===== src/hw/rtl/lhwf_pkg.sv =====
package lhwf_pkg;

	// Coordinate width used for neighbor cells, wide enough for any map side plus margin.
	localparam int CRD_W = 9;

	// Item modes carried on the input tuser.
	localparam logic [1:0] MODE_WRITE   = 2'd0;
	localparam logic [1:0] MODE_STEP    = 2'd1;
	localparam logic [1:0] MODE_RESTART = 2'd2;

	// Configuration port.
	localparam int CFG_IDX_W  = 3;
	localparam int CFG_DATA_W = 5;

	localparam logic [CFG_IDX_W-1:0] REG_START_X       = 3'd0;
	localparam logic [CFG_IDX_W-1:0] REG_START_Y       = 3'd1;
	localparam logic [CFG_IDX_W-1:0] REG_START_HEADING = 3'd2;
	localparam logic [CFG_IDX_W-1:0] REG_GOAL_X        = 3'd3;
	localparam logic [CFG_IDX_W-1:0] REG_GOAL_Y        = 3'd4;

	// Values after reset.
	localparam logic [4:0] RST_START_X       = 5'd1;
	localparam logic [4:0] RST_START_Y       = 5'd1;
	localparam logic [1:0] RST_START_HEADING = 2'd2;
	localparam logic [4:0] RST_GOAL_X        = 5'd17;
	localparam logic [4:0] RST_GOAL_Y        = 5'd15;
	localparam logic       RST_FRAME         = 1'b1;

	typedef struct packed {
		logic [4:0] x;
		logic [4:0] y;
		logic [1:0] heading;
		logic       frame;
	} walker_t;

	typedef struct packed {
		logic [4:0] start_x;
		logic [4:0] start_y;
		logic [1:0] start_heading;
		logic [4:0] goal_x;
		logic [4:0] goal_y;
	} cfg_t;

	typedef struct packed {
		logic [1:0] mode;
		logic [4:0] cell_x;
		logic [4:0] cell_y;
		logic       wall_bit;
	} item_t;

	// Single-bit write request into the wall map.
	typedef struct packed {
		logic       en;
		logic [4:0] x;
		logic [4:0] y;
		logic       wall;
	} map_wr_t;

	// Result item; the last field sits in the lowest bits.
	typedef struct packed {
		logic       arrived;
		logic [8:0] screen_y;
		logic [8:0] screen_x;
		logic [4:0] tile_base;
		logic       frame;
		logic [1:0] heading;
		logic [4:0] pos_y;
		logic [4:0] pos_x;
	} result_t;

	// Wall bits around the walker: [row][col], origin one cell up and left of the footprint.
	typedef logic [3:0][3:0] win_t;

endpackage


===== src/hw/rtl/lhwf_map.sv =====
module lhwf_map
	import lhwf_pkg::*;
#(
	parameter int MAP_WIDTH  = 32,
	parameter int MAP_HEIGHT = 32
) (
	input  logic       clk,
	input  logic       arst_n,
	input  map_wr_t    wr,
	input  logic [4:0] rd_x,
	input  logic [4:0] rd_y,
	output win_t       win,
	output logic       busy
);

	localparam int COL_AW     = $clog2(MAP_WIDTH);
	localparam int BANK_ROWS  = (MAP_HEIGHT + 3) / 4;
	localparam int BANK_AW    = (BANK_ROWS > 1) ? $clog2(BANK_ROWS) : 1;
	localparam int BANK_SLOTS = 1 << BANK_AW;
	localparam logic [BANK_AW-1:0] LAST_ROW = BANK_AW'(BANK_ROWS - 1);

	// Rows are interleaved over four banks, so any four consecutive rows hit distinct banks.
	logic [MAP_WIDTH-1:0] mem [0:3][0:BANK_SLOTS-1];

	logic [CRD_W-1:0]     wx9, wy9;
	logic                 wr_hit;
	logic [1:0]           wr_bank;
	logic [BANK_AW-1:0]   wr_row;
	logic [COL_AW-1:0]    wr_col;
	logic [CRD_W-1:0]     ry9 [0:3];
	logic [BANK_AW-1:0]   rd_row [0:3];
	logic [MAP_WIDTH-1:0] rd_q [0:3];
	logic [MAP_WIDTH-1:0] row_m [0:3];
	logic [3:0]           byp_q;
	logic [COL_AW-1:0]    byp_col_q;
	logic                 byp_val_q;
	logic [4:0]           rx_q, ry_q;
	logic                 busy_q;
	logic [BANK_AW-1:0]   clr_q;

	// Write decode; cells outside the map are not stored.
	assign wx9     = CRD_W'(wr.x);
	assign wy9     = CRD_W'(wr.y);
	assign wr_hit  = wr.en && (wx9 < CRD_W'(MAP_WIDTH)) && (wy9 < CRD_W'(MAP_HEIGHT));
	assign wr_bank = wy9[1:0];
	assign wr_row  = wy9[BANK_AW+1:2];
	assign wr_col  = wx9[COL_AW-1:0];

	// Each bank fetches the one row of rd_y-1 .. rd_y+2 that it holds.
	always_comb begin
		for (int b = 0; b < 4; b++) begin
			ry9[b] = CRD_W'(rd_y) - CRD_W'(1) + CRD_W'(2'(2'(b) - rd_y[1:0] + 2'd1));
			rd_row[b] = ry9[b][BANK_AW+1:2];
		end
	end

	// Clearing pass after reset, one row of every bank per cycle.
	always_ff @(posedge clk or negedge arst_n) begin
		if (!arst_n) begin
			busy_q <= 1'b1;
			clr_q  <= '0;
		end else if (busy_q) begin
			clr_q <= clr_q + BANK_AW'(1);
			if (clr_q == LAST_ROW) begin
				busy_q <= 1'b0;
			end
		end
	end

	assign busy = busy_q;

	// Memory writes.
	always_ff @(posedge clk) begin
		for (int b = 0; b < 4; b++) begin
			if (busy_q) begin
				mem[b][clr_q] <= '0;
			end else if (wr_hit && wr_bank == 2'(b)) begin
				mem[b][wr_row][wr_col] <= wr.wall;
			end
		end
	end

	// Registered reads, with the bit written in the same cycle noted for bypass.
	always_ff @(posedge clk) begin
		for (int b = 0; b < 4; b++) begin
			rd_q[b]  <= mem[b][rd_row[b]];
			byp_q[b] <= !busy_q && wr_hit && wr_bank == 2'(b) && wr_row == rd_row[b];
		end
		byp_col_q <= wr_col;
		byp_val_q <= wr.wall;
		rx_q      <= rd_x;
		ry_q      <= rd_y;
	end

	always_comb begin
		for (int b = 0; b < 4; b++) begin
			row_m[b] = rd_q[b];
			if (byp_q[b]) begin
				row_m[b][byp_col_q] = byp_val_q;
			end
		end
	end

	// Neighborhood window; anything outside the map reads as wall.
	always_comb begin
		logic [CRD_W-1:0] cy9;
		logic [CRD_W-1:0] cx9;
		logic             row_ok;
		logic             col_ok;
		for (int k = 0; k < 4; k++) begin
			cy9    = CRD_W'(ry_q) - CRD_W'(1) + CRD_W'(k);
			row_ok = !cy9[CRD_W-1] && (cy9 < CRD_W'(MAP_HEIGHT));
			for (int j = 0; j < 4; j++) begin
				cx9    = CRD_W'(rx_q) - CRD_W'(1) + CRD_W'(j);
				col_ok = !cx9[CRD_W-1] && (cx9 < CRD_W'(MAP_WIDTH));
				win[k][j] = !(row_ok && col_ok) || row_m[cy9[1:0]][cx9[COL_AW-1:0]];
			end
		end
	end

	// The clearing pass runs once per reset.
	a_clear_once: assert property (@(posedge clk) disable iff (!arst_n)
		!busy_q |=> !busy_q)
		else $error("map clearing pass restarted");

	// No map write may arrive while the map is being cleared.
	a_no_write_busy: assert property (@(posedge clk) disable iff (!arst_n)
		busy_q |-> !wr.en)
		else $error("map write during clearing pass");

endmodule


===== src/hw/rtl/lhwf_step.sv =====
module lhwf_step
	import lhwf_pkg::*;
(
	input  walker_t cur,
	input  item_t   item,
	input  cfg_t    cfg,
	input  win_t    win,
	output walker_t nxt,
	output map_wr_t wr,
	output result_t res
);

	localparam logic [1:0] DIR_NORTH = 2'd0;
	localparam logic [1:0] DIR_EAST  = 2'd1;
	localparam logic [1:0] DIR_SOUTH = 2'd2;
	localparam logic [1:0] DIR_WEST  = 2'd3;

	logic [3:0] blocked;
	logic [1:0] left_dir;
	logic       left_free;
	logic       ahead_free;
	logic [1:0] move_dir;
	logic [4:0] mx, my;

	// Side of the 2x2 footprint facing each absolute direction.
	always_comb begin
		blocked[DIR_NORTH] = win[0][1] | win[0][2];
		blocked[DIR_EAST]  = win[1][3] | win[2][3];
		blocked[DIR_SOUTH] = win[3][1] | win[3][2];
		blocked[DIR_WEST]  = win[1][0] | win[2][0];
	end

	assign left_dir   = cur.heading - 2'd1;
	assign left_free  = !blocked[left_dir];
	assign ahead_free = !blocked[cur.heading];
	assign move_dir   = left_free ? left_dir : cur.heading;

	// Position after one cell of movement; coordinates wrap in five bits.
	always_comb begin
		mx = cur.x;
		my = cur.y;
		unique case (move_dir)
			DIR_NORTH: my = cur.y - 5'd1;
			DIR_EAST:  mx = cur.x + 5'd1;
			DIR_SOUTH: my = cur.y + 5'd1;
			DIR_WEST:  mx = cur.x - 5'd1;
		endcase
	end

	// Walker update: left-hand rule on a step, start values on a restart, no change on a write.
	always_comb begin
		nxt = cur;
		unique case (item.mode)
			MODE_STEP: begin
				nxt.frame = !cur.frame;
				priority if (left_free) begin
					nxt.heading = left_dir;
					nxt.x       = mx;
					nxt.y       = my;
				end else if (ahead_free) begin
					nxt.x = mx;
					nxt.y = my;
				end else begin
					nxt.heading = cur.heading + 2'd1;
				end
			end
			MODE_RESTART: begin
				nxt.x       = cfg.start_x;
				nxt.y       = cfg.start_y;
				nxt.heading = cfg.start_heading;
			end
			default: begin
			end
		endcase
	end

	// Map write request for a write item.
	always_comb begin
		wr.en   = (item.mode == MODE_WRITE);
		wr.x    = item.cell_x;
		wr.y    = item.cell_y;
		wr.wall = item.wall_bit;
	end

	// Display data for the state after this item.
	always_comb begin
		res.pos_x     = nxt.x;
		res.pos_y     = nxt.y;
		res.heading   = nxt.heading;
		res.frame     = nxt.frame;
		res.tile_base = {nxt.heading, nxt.frame, 2'b00};
		res.screen_x  = {1'b0, nxt.x, 3'b000} + 9'd8;
		res.screen_y  = {1'b0, nxt.y, 3'b000} + 9'd16;
		res.arrived   = (nxt.x == cfg.goal_x) && (nxt.y == cfg.goal_y);
	end

endmodule


===== src/hw/rtl/left_hand_wall_follower.sv =====
// Channel   Direction  Signals                    Transaction contents
// s_        in         tvalid tready tdata tuser  tuser: mode; tdata: cell_x, cell_y, wall_bit
// m_        out        tvalid tready tdata        tdata: pos_x .. arrived (one per input)
// cfg_      in         wen idx data               one register write per cycle
//
// One transaction per cycle while m_tready is high; results pass input and result registers.
// The walker's neighborhood is read from four row banks using the position the current item
// produces, so the next step finds its window ready in the following cycle.
// After reset the wall map is cleared with s_tready low.
// A stalled output holds its result while one further input waits in the input register.
module left_hand_wall_follower
	import lhwf_pkg::*;
#(
	parameter int MAP_WIDTH  = 32,
	parameter int MAP_HEIGHT = 32
) (
	input  logic                  clk,
	input  logic                  arst_n,
	input  logic                  s_tvalid,
	output logic                  s_tready,
	input  logic [15:0]           s_tdata,   // cell_x[4:0], cell_y[9:5], wall_bit[10], zero
	input  logic [1:0]            s_tuser,   // mode[1:0]
	output logic                  m_tvalid,
	input  logic                  m_tready,
	output logic [39:0]           m_tdata,   // pos_x, pos_y, heading, frame, tile_base,
	                                         // screen_x, screen_y, arrived[36], zero
	input  logic                  cfg_wen,
	input  logic [CFG_IDX_W-1:0]  cfg_idx,
	input  logic [CFG_DATA_W-1:0] cfg_data
);

	cfg_t    cfg_q;
	item_t   item_s1;
	logic    vld_s1;
	logic    adv_s1;
	logic    fire_s1;
	walker_t walker_q;
	walker_t nxt;
	walker_t rd_pos;
	map_wr_t wr;
	map_wr_t map_wr;
	result_t res;
	result_t res_q;
	logic    out_vld_q;
	win_t    win;
	logic    map_busy;

	// Configuration registers.
	always_ff @(posedge clk or negedge arst_n) begin
		if (!arst_n) begin
			cfg_q.start_x       <= RST_START_X;
			cfg_q.start_y       <= RST_START_Y;
			cfg_q.start_heading <= RST_START_HEADING;
			cfg_q.goal_x        <= RST_GOAL_X;
			cfg_q.goal_y        <= RST_GOAL_Y;
		end else if (cfg_wen) begin
			unique case (cfg_idx)
				REG_START_X:       cfg_q.start_x       <= cfg_data;
				REG_START_Y:       cfg_q.start_y       <= cfg_data;
				REG_START_HEADING: cfg_q.start_heading <= cfg_data[1:0];
				REG_GOAL_X:        cfg_q.goal_x        <= cfg_data;
				REG_GOAL_Y:        cfg_q.goal_y        <= cfg_data;
				default: begin
				end
			endcase
		end
	end

	// Handshake: the input register advances whenever the result register is free.
	assign adv_s1   = !out_vld_q || m_tready;
	assign fire_s1  = vld_s1 && adv_s1;
	assign s_tready = !map_busy && (!vld_s1 || adv_s1);

	// Input register.
	always_ff @(posedge clk or negedge arst_n) begin
		if (!arst_n) begin
			vld_s1 <= 1'b0;
		end else if (s_tready) begin
			vld_s1 <= s_tvalid;
		end
	end

	always_ff @(posedge clk) begin
		if (s_tvalid && s_tready) begin
			item_s1.mode     <= s_tuser;
			item_s1.cell_x   <= s_tdata[4:0];
			item_s1.cell_y   <= s_tdata[9:5];
			item_s1.wall_bit <= s_tdata[10];
		end
	end

	// Walker state.
	always_ff @(posedge clk or negedge arst_n) begin
		if (!arst_n) begin
			walker_q.x       <= RST_START_X;
			walker_q.y       <= RST_START_Y;
			walker_q.heading <= RST_START_HEADING;
			walker_q.frame   <= RST_FRAME;
		end else if (fire_s1) begin
			walker_q <= nxt;
		end
	end

	lhwf_step u_step (
		.cur  (walker_q),
		.item (item_s1),
		.cfg  (cfg_q),
		.win  (win),
		.nxt  (nxt),
		.wr   (wr),
		.res  (res)
	);

	// The map fetches the window for the position the walker holds after this edge.
	always_comb begin
		rd_pos    = fire_s1 ? nxt : walker_q;
		map_wr    = wr;
		map_wr.en = wr.en && fire_s1;
	end

	lhwf_map #(
		.MAP_WIDTH  (MAP_WIDTH),
		.MAP_HEIGHT (MAP_HEIGHT)
	) u_map (
		.clk    (clk),
		.arst_n (arst_n),
		.wr     (map_wr),
		.rd_x   (rd_pos.x),
		.rd_y   (rd_pos.y),
		.win    (win),
		.busy   (map_busy)
	);

	// Result register.
	always_ff @(posedge clk or negedge arst_n) begin
		if (!arst_n) begin
			out_vld_q <= 1'b0;
		end else if (adv_s1) begin
			out_vld_q <= vld_s1;
		end
	end

	always_ff @(posedge clk) begin
		if (fire_s1) begin
			res_q <= res;
		end
	end

	assign m_tvalid = out_vld_q;
	assign m_tdata  = {3'b000, res_q};

	// Every step flips the animation frame.
	a_step_frame: assert property (@(posedge clk) disable iff (!arst_n)
		(fire_s1 && item_s1.mode == MODE_STEP) |=> (walker_q.frame != $past(walker_q.frame)))
		else $error("step did not toggle the frame");

	// A step turns right exactly when the walker stays in place.
	a_step_turn: assert property (@(posedge clk) disable iff (!arst_n)
		(fire_s1 && item_s1.mode == MODE_STEP) |=>
		((walker_q.heading == $past(walker_q.heading) + 2'd1) ==
		 (walker_q.x == $past(walker_q.x) && walker_q.y == $past(walker_q.y))))
		else $error("right turn and movement disagree");

	// The walker only changes when an item is processed.
	a_walker_hold: assert property (@(posedge clk) disable iff (!arst_n)
		!fire_s1 |=> $stable(walker_q))
		else $error("walker changed without an item");

endmodule

===== config.mk =====
export PLATFORM = sky130hd
export DESIGN_NAME = left_hand_wall_follower
export DESIGN_NICKNAME = d
export VERILOG_FILES = /design/src/hw/rtl/lhwf_pkg.sv /design/src/hw/rtl/lhwf_map.sv /design/src/hw/rtl/lhwf_step.sv /design/src/hw/rtl/left_hand_wall_follower.sv
export SDC_FILE = /design/constraint.sdc
export NUM_CORES = 2
export LEC_CHECK = 0
export BUFFER_PORTS_ARGS = -buffer_cell sky130_fd_sc_hd__buf_2
export CORE_AREA = 4 4 382 384
export CTS_CLUSTER_DIAMETER = 60
export CTS_CLUSTER_SIZE = 30
export DETAILED_ROUTE_END_ITERATION = 12
export DIE_AREA = 0 0 386 388
export PLACE_DENSITY = 0.7
export REMOVE_ABC_BUFFERS = 1
export SYNTH_ARGS = -nofsm -noshare
export SYNTH_HDL_FRONTEND = slang
export SYNTH_SLANG_ARGS = --single-unit
export TNS_END_PERCENT = 30

===== constraint.sdc =====
create_clock -name clk -period 12.3 [get_ports clk]
set_input_delay 1.23 -clock clk [delete_from_list [all_inputs] [get_ports clk]]
set_output_delay 1.23 -clock clk [all_outputs]
set_load 0.02 [all_outputs]

Word level (Yosys, flattened, before mapping)
Memory sizes are Yosys's and may differ from the RTL's.
Cells that the tools add are included.
Word-level totals
  bits in registers: 109
  RAM bits: 1152
  input port bits: 31
  output and inout port bits: 42
  memories: 2
Cells by class
  add/sub/neg operators: 30
  order comparisons: 32
  eq/ne operators: 19
  multiplexer cells: 1109
  bitwise gates (word level): 1038
  reductions and logical operators: 79
Memory list
  u_map.mem: depth 4, width 256, rd ports 4, clocked after memory_dff 0, write ports 4, RTL line lhwf_map.sv:23  | logic [MAP_WIDTH-1:0] mem [0:3][0:BANK_SLOTS-1];
  u_map.rd_q: depth 4, width 32, rd ports 4, clocked after memory_dff 0, write ports 4, RTL line lhwf_map.sv:32  | logic [MAP_WIDTH-1:0] rd_q [0:3];
Operator list (number)
  two-way mux 256 bit: 5
  two-way mux 1 bit: 1048
  bitwise OR 1 bit: 1028
  two-way mux 32 bit: 22
  binary-select mux 32 bit (select 3 bit): 4
  binary-select mux 32 bit (select 2 bit): 4
  demux 32 bit (select 3 bit): 2
  bitwise mux 32 bit: 4
  < comparator 9 x 6 -> 1 bit (second input constant): 8
  < comparator 5 x 6 -> 1 bit (second input constant): 8
  binary-select mux 1 bit (select 5 bit): 8
  logical AND 1 bit: 40
  adder 9 x 2 -> 9 bit (second input constant): 4
  >= comparator 4 bit (second input constant): 6
  inverter 3 -> 4 bit: 6
  case mux 12 bit (2 select lines): 1
  adder 5 x 2 -> 5 bit: 4
  logical NOT 1 bit: 20
  case mux 5 bit (2 select lines): 2
  adder 9 x 1 -> 9 bit (second input constant): 2
  subtractor 5 x 1 -> 5 bit (second input constant): 3
  two-way mux 13 bit: 1
  equality test 3 bit: 4
  >= comparator 3 bit (second input constant): 4
  28 further kinds: 69

Longest topological paths before layout
  depth after elaboration: 29
  depth in mapped cells: 44
  depth with buffers taken out: 32

Modules after synthesis
From an unflattened synthesis, not the netlist that was laid out.
Unflattened totals
  cells, all modules: 6226
  area total of the unflattened synthesis: 67474.7 um2
By module, submodules not included
  lhwf_map: instances 1, cells each 5847, area an instance 62855.3 um2, sequential area each 33813.7 um2
  left_hand_wall_follower: instances 1, cells each 144, area an instance 3010.4 um2, sequential area each 2443.6 um2
  lhwf_step: instances 1, cells each 235, area an instance 1609.0 um2, sequential area each 0.0 um2

Worst setup path after synthesis
OpenSTA, ideal clock, no wires.
  path type: register -> register
  start: register u_map.rx_q[0]
  end: memory u_map.rd_q[3][10]
  arrival: 9762 ps
  path slack: 2396 ps
  cell stages (with the launch flop): 42
  path buffers: 13
  clock period less this slack: 9904 ps
  cells stage by stage: dfxtp_1 > clkbuf_1 > inv_1 > buf_1 > buf_1 > clkbuf_1 > ha_1 > buf_2 > inv_1 > buf_2 > buf_1 > clkbuf_1 > clkbuf_1 > ha_1 > xnor2_1 > xor2_1 > and2_1 > nand4_1 > (+6 left out) > fa_1 > nand3_1 > nor3b_1 > or3_1 > clkbuf_1 > inv_2 > ha_1 > inv_1 > a21oi_1 > or2_2 > clkbuf_1 > inv_1 > ha_1 > clkbuf_1 > clkbuf_1 > mux4_2 > nor2_1 > a221oi_1
RTL lines
  start, declared: RTL line lhwf_map.sv:37  | logic [4:0] rx_q, ry_q;
  start signal, assigned: RTL line lhwf_map.sv:91  | rx_q <= rd_x;
  end, declared: RTL line lhwf_map.sv:32

==> flow_summary.json <==
{
  "status": "complete, no violations",
  "holdBufCountCts": 0,
  "syn_to_final_growth_pct": 7.46,
  "r2r_cells": 29,
  "path_delay_family": "simple AND/OR/NAND/NOR gates",
  "drtIter0Drc": 11400,
  "avgSynthCellArea_um2": 9.05,
  "rsz0062_at_grt": "false",
  "synth_cell_type_count": 111,
  "synth_enable_flop_cells": 1062,
  "cts_tree": "yes",
  "die_h_um": 388,
  "die_area_um2": 150000,
  "hp-start": "walker_q[0]$_DFFE_PN1P_",
  "period_minus_slack_ns": 10.66,
  "clock-sinks": 1251,
  "initial_core_util_pct": 49.6,
  "setup_ws_ns": 1.64,
  "tightestPinTransition_ns": 1.35,
  "die_w_um": 386,
  "r2r_end": "u_map.rd_q[1][4]$_DFF_P_",
  "dpl_worst_slack_ns": 2.05,
  "detail-route-antenna-nets": 0,
  "slowest_stage": "dfxtp_2",
  "grt_pass1_wl_mm": 423,
  "cts_inserted_buffers": 104,
  "syn_inst": 7820,
  "drt-wirelength-per-cell_um": 31.4,
  "hold_depth": 1,
  "fmax_mhz": 93.8,
  "ios": 73,
  "wirelength_mm": 294,
  "grt_pass1_vias": 62000,
  "htreeDepth": 3,
  "cts_setup_buffers": 0,
  "yosys_warnings": 0,
  "worst_ep_required_time_ns": 12.94,
  "cp-start-kind": "flop",
  "layout.cells.non_filler": 9357,
  "cts_root_buf": "clkbuf_16",
  "holdWs_ns": 0.503,
  "ys_ff_latch": 1251,
  "portBuffers": 56,
  "rrSetupSlack_ns": 1.64,
  "cts_resized": 0,
  "synthTopCellsByCount": "o21ai_0, nor2_1, edfxtp_1",
  "grt-ovfl-total": 0,
  "critPathArrivalTime_ns": 11.31,
  "critPathCaptureType": "flop",
  "num_vias": 66800,
  "drc_errors": 0,
  "cp_max_fo": 43,
  "grt_usage_pct": 38.2,
  "synth_top_area_share_pct": 45.1,
  "place.gp.congestion": 1.10,
  "fp-row-count": 139,
  "clk_latency_ns": 0.78,
  "clockBufferDepth": 3,
  "cp_num_buf_inv": 5,
  "reg2reg_from": "u_map.byp_col_q[3]$_DFF_P_",
  "routed_via_density": 7.13,
  "fin_crit_sh_pct": 86.7,
  "dp.cells": 9152,
  "maxSlewHeadroom_pct": 10.2,
  "final.setup_skew_ns": 0.0576,
  "cts.clk_slew.worst_paths_ns": 0.09,
  "nets": 7414,
  "hold_path.class": "flop to flop",
  "seq_area_frac_synth_pct": 50.7,
  "synth_area_leader_cell": "edfxtp_1",
  "critPathMaxStageDelay_ns": 0.92,
  "drv_slew": 0,
  "antenna_found_initial": 14,
  "grt_max_degree": 183,
  "setup_viol": 0,
  "drt_pass1_iterations": 7,
  "yosys-top-cells-area": "edfxtp_1, o21ai_0, nor2_1",
  "ys.flop_type": "edfxtp_1",
  "dp_hpwl_mm": 178,
  "synthArstFlopShare_pct": 3.28,
  "synth_most_common_cell": "o21ai_0",
  "finalHoldViolCount": 0,
  "crit_type": "flop to flop",
  "cap_violations": 0,
  "synth.cell_area_um2": 70800,
  "hold_end": "walker_q[0]$_DFFE_PN1P_",
  "core_um2": 143000,
  "drive_above_1_share_pct": 8.70
}
-- state kept, by name (all words and copies together) (netlist names), 3 cells and up --
signal,count
walker_q,13
m_tdata,25
cfg_q,22
u_map.ry_q,5
u_map.rd_q,128
u_map.byp_col_q,5
u_map.clr_q,3
u_map.mem,1024
u_map.byp_q,4
u_map.rx_q,5
item_s1,13
-- metrics by stage --
step | TNS, ns | utilization, % | area, um^2
after floorplan | -954.69 | - | 67600
after global placement | 0 | 50.7 | 72300
after detailed placement | 0 | 50.7 | 72300
after CTS | 0 | 53.3 | 76000
after global routing | 0 | 53.3 | 76000
final | 0 | 53.3 | 76100
-- placed cells by master (no fill, tap or decap), types with 43 or more instances in the layout --
| cell type | instances |
|---|---|
| o21ai_0 | 1548 |
| nor2_1 | 1229 |
| edfxtp_1 | 1062 |
| nand2_1 | 633 |
| nand3_1 | 531 |
| a21oi_1 | 378 |
| nor3_1 | 178 |
| buf_4 | 156 |
| dfxtp_1 | 141 |
| mux2i_1 | 131 |
| clkbuf_16 | 106 |
| mux4_2 | 79 |
| buf_2 | 56 |
| nor4_1 | 52 |
| a32oi_1 | 52 |
| o211ai_1 | 48 |
| o22ai_1 | 45 |
| a221oi_1 | 44 |
| and3_1 | 43 |
-- layout make-up --
type	instances	area [um^2]
sequential	1251	35900
tap	1903	2380
antenna	8	20.0
fill	12700	66700
clock inverter	87	1010
inverter	35	131
multi-input combinational	5728	32000
timing repair buffer	235	1910
clock buffer	110	2680
-- kinds of logic (layout without fill, tap and decap cells) --
logic type	Yosys count	after routing	synth area share (%)
multiplexers	251	251	5.00
buffers and inverters	852	467	4.74
AO/OA/AOI/OAI	2483	2483	20.0
flip-flops	1251	1251	50.7
AND/OR/NAND/NOR	2896	2896	18.2
XOR/XNOR	58	58	0.795
adder cells (fa/ha/maj)	28	28	0.516
other	1	20	0.00530
-- worst max-delay path by stage --
stage	from	depth (start not counted)	slack [ns]	end
6_report	u_map.byp_col_q[3]$_DFF_P_	29	1.64	u_map.rd_q[1][4]$_DFF_P_
5_1_grt	u_map.byp_col_q[3]$_DFF_P_	27	1.24	u_map.rd_q[0][9]$_DFF_P_
4_1_cts	u_map.byp_col_q[3]$_DFF_P_	27	2.00	u_map.rd_q[0][9]$_DFF_P_
3_5_place_dp	u_map.byp_col_q[3]$_DFF_P_	27	2.05	u_map.rd_q[0][9]$_DFF_P_
3_3_place_gp	u_map.byp_col_q[3]$_DFF_P_	27	2.09	u_map.rd_q[0][9]$_DFF_P_
2_1_floorplan	u_map.ry_q[0]$_DFF_P_	25	-9.13	u_map.rd_q[2][0]$_DFF_P_
-- layer usage --
layer | global-route usage (%) | routed length, um
met4 | 23.4 | 21300
met3 | 11.9 | 45400
met5 | 0 | 71
met1 | 49.8 | 102000
met2 | 55.4 | 125000
Power is not shown: default switching activity piles up to over one toggle a cycle in this logic, so the estimate is an artifact.
